## config.mk

```make
export PLATFORM = sky130hd
export DESIGN_NAME = tcp_handshake_session_tracker
export DESIGN_NICKNAME = d
export VERILOG_FILES = /design/src/hdl/tht_pkg.sv /design/src/hdl/tcp_handshake_session_tracker.sv /design/src/hdl/tht_update.sv
export SDC_FILE = /design/constraint.sdc
export NUM_CORES = 1
export LEC_CHECK = 0
export BUFFER_PORTS_ARGS = -buffer_cell sky130_fd_sc_hd__buf_2
export CORE_AREA = 2 2 229 231
export DETAILED_ROUTE_END_ITERATION = 8
export DIE_AREA = 0 0 231 233
export HOLD_SLACK_MARGIN = 0.08
export PLACE_DENSITY = 0.72
export SYNTH_ARGS = -nofsm -noshare
export SYNTH_HDL_FRONTEND = slang
export SYNTH_HIERARCHICAL = 1
export SYNTH_SLANG_ARGS = --single-unit
```

## constraint.sdc

```tcl
create_clock -name clk -period 9.1 [get_ports clk]
set_input_delay 0.91 -clock clk [delete_from_list [all_inputs] [get_ports clk]]
set_output_delay 0.91 -clock clk [all_outputs]
set_load 0.1 [all_outputs]
```

## src/hdl/tht_pkg.sv

```systemverilog
// shared types and constants for the tcp handshake session tracker
// flag masks, connection state codes, session record and result record
// no dependencies
package tht_pkg;

    localparam logic [7:0] TCP_FIN   = 8'h01;
    localparam logic [7:0] TCP_SYN   = 8'h02;
    localparam logic [7:0] TCP_RST   = 8'h04;
    localparam logic [7:0] TCP_ACK   = 8'h10;
    localparam logic [7:0] FLAG_MASK = TCP_FIN | TCP_SYN | TCP_RST | TCP_ACK;

    localparam int STATE_W = 3;

    localparam logic [STATE_W-1:0] ST_NONE        = 3'd0;
    localparam logic [STATE_W-1:0] ST_SYN_SENT    = 3'd1;
    localparam logic [STATE_W-1:0] ST_SYNACK_SENT = 3'd2;
    localparam logic [STATE_W-1:0] ST_ESTABLISHED = 3'd3;
    localparam logic [STATE_W-1:0] ST_CLOSING     = 3'd4;
    localparam logic [STATE_W-1:0] ST_CLOSED      = 3'd5;

    localparam int SEQ_W = 32;
    localparam int LEN_W = 16;
    localparam int RTT_W = 32;

    // only the low bits of the syn time matter, the rtt is reported mod 2^32
    typedef struct packed {
        logic [STATE_W-1:0] conn_state;
        logic               client_has_base;
        logic [SEQ_W-1:0]   client_base_seq;
        logic [SEQ_W-1:0]   client_next_rel_seq;
        logic               server_has_base;
        logic [SEQ_W-1:0]   server_base_seq;
        logic [SEQ_W-1:0]   server_next_rel_seq;
        logic               first_closer_is_client;
        logic [RTT_W-1:0]   syn_time_us;
        logic [RTT_W-1:0]   measured_rtt_us;
    } tht_session_t;

    typedef struct packed {
        logic               in_sequence;
        logic [STATE_W-1:0] session_state;
        logic               became_established;
        logic               became_closed;
        logic [RTT_W-1:0]   handshake_rtt_us;
    } tht_result_t;

endpackage

```

## src/hdl/tcp_handshake_session_tracker.sv

```systemverilog
// Tracks one TCP connection from passively observed segment headers. Each segment is
// taken into an input register, checked against the expected relative sequence of its
// side and applied to the connection state when it moves on to the result register,
// with one result per segment; a waiting result holds it in the input register. A new
// segment can be accepted every cycle while results are taken, since the state update
// that each segment feeds to the next is combinational. While a result waits, one more
// segment is held and then in_ready drops.
// Out-of-sequence segments are flagged and leave the state untouched.
// depends on tht_pkg and tht_update
module tcp_handshake_session_tracker (
    input  logic                         clk,
    input  logic                         rst_n,
    input  logic                         in_valid,
    output logic                         in_ready,
    input  logic                         from_client,
    input  logic [7:0]                   tcp_flags,
    input  logic [tht_pkg::SEQ_W-1:0]    sequence_number,
    input  logic [tht_pkg::LEN_W-1:0]    segment_length,
    input  logic [63:0]                  timestamp_us,
    output logic                         out_valid,
    input  logic                         out_ready,
    output logic                         in_sequence,
    output logic [tht_pkg::STATE_W-1:0]  session_state,
    output logic                         became_established,
    output logic                         became_closed,
    output logic [tht_pkg::RTT_W-1:0]    handshake_rtt_us
);
    import tht_pkg::*;

    logic             in_valid_reg;
    logic             cli_reg;
    logic [7:0]       flags_reg;
    logic [SEQ_W-1:0] seq_reg;
    logic [LEN_W-1:0] len_reg;
    logic [RTT_W-1:0] ts_reg;

    logic             out_valid_reg;
    tht_result_t      result_reg;
    tht_session_t     sess_reg;
    tht_session_t     sess_next;
    tht_result_t      result_next;
    logic             advance;

    // the held segment moves on when the result slot is free or being taken
    assign advance  = in_valid_reg && (!out_valid_reg || out_ready);
    assign in_ready = !in_valid_reg || advance;

    always_ff @(posedge clk or negedge rst_n)
    begin
        if (!rst_n)
        begin
            in_valid_reg  <= 1'b0;
            out_valid_reg <= 1'b0;
            sess_reg      <= '0;
        end
        else
        begin
            if (in_ready)
            begin
                in_valid_reg <= in_valid;
            end
            if (advance)
            begin
                out_valid_reg <= 1'b1;
                sess_reg      <= sess_next;
            end
            else if (out_ready)
            begin
                out_valid_reg <= 1'b0;
            end
        end
    end

    always_ff @(posedge clk)
    begin
        if (in_valid && in_ready)
        begin
            cli_reg   <= from_client;
            flags_reg <= tcp_flags;
            seq_reg   <= sequence_number;
            len_reg   <= segment_length;
            ts_reg    <= timestamp_us[RTT_W-1:0];
        end
        if (advance)
        begin
            result_reg <= result_next;
        end
    end

    tht_update u_update (
        .sess            (sess_reg),
        .from_client     (cli_reg),
        .tcp_flags       (flags_reg),
        .sequence_number (seq_reg),
        .segment_length  (len_reg),
        .timestamp_lo    (ts_reg),
        .sess_next       (sess_next),
        .result          (result_next)
    );

    assign out_valid          = out_valid_reg;
    assign in_sequence        = result_reg.in_sequence;
    assign session_state      = result_reg.session_state;
    assign became_established = result_reg.became_established;
    assign became_closed      = result_reg.became_closed;
    assign handshake_rtt_us   = result_reg.handshake_rtt_us;

endmodule

```

## src/hdl/tht_update.sv

```systemverilog
// per-segment session update: sequence check, handshake and fin transitions
// purely combinational, sits between the input register and the result register
// depends on tht_pkg
module tht_update (
    input  tht_pkg::tht_session_t        sess,
    input  logic                         from_client,
    input  logic [7:0]                   tcp_flags,
    input  logic [tht_pkg::SEQ_W-1:0]    sequence_number,
    input  logic [tht_pkg::LEN_W-1:0]    segment_length,
    input  logic [tht_pkg::RTT_W-1:0]    timestamp_lo,
    output tht_pkg::tht_session_t        sess_next,
    output tht_pkg::tht_result_t         result
);
    import tht_pkg::*;

    logic [7:0]       flags_m;
    logic             has_base;
    logic [SEQ_W-1:0] base_seq;
    logic [SEQ_W-1:0] cur_next;
    logic [SEQ_W-1:0] len_ext;
    logic             ok;
    logic             side_has;
    logic [SEQ_W-1:0] side_base;
    logic [SEQ_W-1:0] side_next;
    logic             estb;
    logic             closed;

    assign flags_m  = tcp_flags & FLAG_MASK;
    assign has_base = from_client ? sess.client_has_base : sess.server_has_base;
    assign base_seq = from_client ? sess.client_base_seq : sess.server_base_seq;
    assign cur_next = from_client ? sess.client_next_rel_seq : sess.server_next_rel_seq;
    assign len_ext  = {{(SEQ_W-LEN_W){1'b0}}, segment_length};

    // a side with no base yet always counts as in sequence
    assign ok = !has_base || ((sequence_number - base_seq) == cur_next);

    always_comb
    begin
        sess_next = sess;
        estb      = 1'b0;
        closed    = 1'b0;
        side_has  = has_base;
        side_base = base_seq;
        side_next = has_base ? cur_next + len_ext : cur_next;

        if (ok)
        begin
            unique case (sess.conn_state)
                ST_NONE:
                begin
                    if (flags_m == TCP_SYN && from_client)
                    begin
                        sess_next.conn_state  = ST_SYN_SENT;
                        sess_next.syn_time_us = timestamp_lo;
                        side_has  = 1'b1;
                        side_base = sequence_number;
                        side_next = SEQ_W'(1) + len_ext;
                    end
                end
                ST_SYN_SENT:
                begin
                    if (flags_m == (TCP_SYN | TCP_ACK) && !from_client)
                    begin
                        sess_next.conn_state = ST_SYNACK_SENT;
                        side_has  = 1'b1;
                        side_base = sequence_number;
                        side_next = SEQ_W'(1) + len_ext;
                    end
                end
                ST_SYNACK_SENT:
                begin
                    if (flags_m == TCP_ACK && from_client)
                    begin
                        sess_next.conn_state      = ST_ESTABLISHED;
                        sess_next.measured_rtt_us = timestamp_lo - sess.syn_time_us;
                        estb = 1'b1;
                    end
                end
                ST_ESTABLISHED:
                begin
                    if ((flags_m & TCP_FIN) != 8'h00)
                    begin
                        sess_next.conn_state             = ST_CLOSING;
                        sess_next.first_closer_is_client = from_client;
                        side_next = side_next + SEQ_W'(1);
                    end
                end
                ST_CLOSING:
                begin
                    if ((flags_m & TCP_FIN) != 8'h00 &&
                        sess.first_closer_is_client != from_client)
                    begin
                        sess_next.conn_state = ST_CLOSED;
                        side_next = side_next + SEQ_W'(1);
                        closed    = 1'b1;
                    end
                end
                default:
                begin
                end
            endcase

            if (from_client)
            begin
                sess_next.client_has_base     = side_has;
                sess_next.client_base_seq     = side_base;
                sess_next.client_next_rel_seq = side_next;
            end
            else
            begin
                sess_next.server_has_base     = side_has;
                sess_next.server_base_seq     = side_base;
                sess_next.server_next_rel_seq = side_next;
            end
        end
    end

    always_comb
    begin
        result.in_sequence        = ok;
        result.session_state      = sess_next.conn_state;
        result.became_established = estb;
        result.became_closed      = closed;
        result.handshake_rtt_us   = sess_next.measured_rtt_us;
    end

endmodule

```

==> impl_metrics.env <==
export IMPL_grt_usage=0.2020
export IMPL_rsz0062_at_grt="no"
export IMPL_clkTransAtPathRegs_ns=0.06
export IMPL_worstSetupStartpointType="flop"
export IMPL_finClkSkew_ns=0.02342
export IMPL_cpMaxStageDelayCell="nor3_2"
export IMPL_period_needed_ns=6.286
export IMPL_portBuffers=128
export IMPL_drive_above_1_share=0.2943
export IMPL_overflow=0
export IMPL_internal_power_mw=4.343
export IMPL_drt_pass1_iter_count=6
export IMPL_die_y_um=233
export IMPL_slowest_delay_ns=0.63
export IMPL_clockBufferDepth=3
export IMPL_synthCells=2052
export IMPL_n_antenna_cell=0
export IMPL_criticalPathCategory="flop to flop"
export IMPL_avgSynthCellArea_sq_um=11.33
export IMPL_cts_buffers=38
export IMPL_gp_congestion=0.8958
export IMPL_cts_max_level=2
export IMPL_final_max_slew_viol_count=0
export IMPL_io_pins=165
export IMPL_critPathBufInv=3
export IMPL_totalWireLength_um=54630
export IMPL_cts_root_buffer="clkbuf_16"
export IMPL_cts_num_sinks=323
export IMPL_combPwrFrac=0.490
export IMPL_nNetsFinal=2317
export IMPL_dp_cells=2749
export IMPL_cap_violations=0
export IMPL_vias_per_cell=5.763
export IMPL_leakagePower_nw=11.04
export IMPL_tns_ns=0
export IMPL_grt_pass1_vias=16195
export IMPL_path_cells="buf_12, mux2_2, ha_1, inv_1, fa_1, a21o_1, a221oi_2, or3_4, a2111oi_0, o31ai_1, o41ai_1, xnor2_1, nand4_2, nor3_2, o211a_1, buf_4, mux2_1, mux2_2"
export IMPL_power_frac_seq=0.292
export IMPL_core_area_sq_um=51090
export IMPL_hold_viol=0
export IMPL_fmax_ghz=0.1591
export IMPL_utilization=0.4933
export IMPL_switching_share=0.3856
export IMPL_required_ns=9.53
export IMPL_grt_pass1_wl_um=87440
export IMPL_power_mw=7.069
export IMPL_critical_path_top_delay_family="compound AO/OA/AOI/OAI gates"
export IMPL_syn_to_final_growth_pct=8.377
export IMPL_largest_reg_flops=198
export IMPL_crit_path_max_fanout=89
export IMPL_arrival_ns=6.71
export IMPL_ir_drop_uv=191.2
export IMPL_hpwl_um=37730
export IMPL_floorplan_initialDensity=0.4552
export IMPL_clock_power_share=0.219
export IMPL_synth_area_sq_um=23260
export IMPL_p_per_area_nw_per_um2=280.5
export IMPL_drt_initial_drc_count=1224
export IMPL_placementRows=83
export IMPL_hold_class="input port to async pin"
export IMPL_die_w_um=231
export IMPL_fin_hold_ws_ns=0.3348
export IMPL_fin_cells=2817
export IMPL_design_area_sq_um=25200
export IMPL_post_cts_setup_buffers=0
export IMPL_cpMostUsedCell="mux2_2"
export IMPL_clk_latency_ns=0.56
export IMPL_max_slew_worst_pin_slew_ns=1.111
export IMPL_wl_per_cell_um=19.39
export IMPL_timing_final_crit_share=0.6907
export IMPL_fillerInstances=4612
export IMPL_grt_antenna_before_repair=0
export IMPL_via_count=16235
export IMPL_status="finished clean"
export IMPL_p_sw_mw=2.725
export IMPL_yosys_warnings=6
export IMPL_cts_tree="done"
export IMPL_cts_hold_buffers=0
export IMPL_setup_viol=0
export IMPL_relSlewSlack=0.2592
export IMPL_grt_max_degree=90
export IMPL_dpl_worst_slack_ns=2.984
export IMPL_drc=0
export IMPL_ant_nets=0
export IMPL_placed_cell_area_sq_um=23950
export IMPL_design_die_area_sq_um=53820
export IMPL_end_kind="flop"
export IMPL_fin_ws_ns=2.814
export IMPL_cts_resized=0
export IMPL_syn_nets=2260
per-layer routing:
layer,share of wire,track usage,vias up
li1,-,-,7693
met4,0.024,0.06250,0
met3,0.048,0.02745,83
met2,0.48,0.3470,436
met5,0,0,-
met1,0.45,0.2637,8023
cell type report:
cell class                      count  area, sq um  area share
Timing Repair Buffer              147        804.5     0.03192
Clock inverter                     16        166.4    0.006602
Inverter                           78        292.8     0.01162
Clock buffer                       52         1085     0.04304
Sequential cell                   323         8698      0.3451
Multi-Input combinational cell   1521        13310      0.5279
Tap cell                          680        850.8     0.03376
path summary, 6_finish.rpt:
path	from	endpoint	slack (ns)	depth (start not counted)
max	cli_reg$_DFFE_PP_	sess_reg[14]$_DFFE_PN0P_	2.81	18
min	rst_n	sess_reg[171]$_DFFE_PN0P_	0.33	1
max reg2reg	cli_reg$_DFFE_PP_	sess_reg[14]$_DFFE_PN0P_	2.81	18
min reg2reg	sess_reg[3]$_DFFE_PN0P_	sess_reg[3]$_DFFE_PN0P_	0.50	1
max in group asynchronous	rst_n	sess_reg[28]$_DFFE_PN0P_	7.36	2
min in group clk	sess_reg[3]$_DFFE_PN0P_	sess_reg[3]$_DFFE_PN0P_	0.50	1
cell usage in the layout (no fill, tap or decap), types with 39 or more instances in the layout:
cell type and instances:
a21oi_1 86, buf_2 127, clkbuf_16 39, dfrtp_1 200
edfxtp_1 123, ha_1 80, inv_1 78, mux2_2 148
mux2_4 229, mux2i_1 63, nand2_1 121, nand3_1 69
nor2_1 83, o21ai_0 107, xnor2_1 81
worst register-to-register path, stage by stage (launching register included):
cell       delay, ns
edfxtp_1        0.38
buf_12          0.49
mux2_2          0.53
ha_1            0.22
inv_1           0.08
fa_1            0.20
a21o_1          0.16
a221oi_2        0.09
or3_4           0.39
a2111oi_0       0.59
o31ai_1         0.22
o41ai_1         0.39
xnor2_1         0.22
nand4_2         0.16
nor3_2          0.63
o211a_1         0.25
buf_4           0.45
mux2_1          0.43
mux2_2          0.27
power by group through the flow:
stage	clock, mW	sequential (mW)	combinational (mW)
floorplan	0	2.13	2.71
global placement	0	2.05	3.35
detailed placement	0	2.08	3.42
CTS	1.59	2.06	3.45
global route	1.66	2.10	3.76
finish	1.55	2.06	3.46
Power figures use the tool's default switching activity.
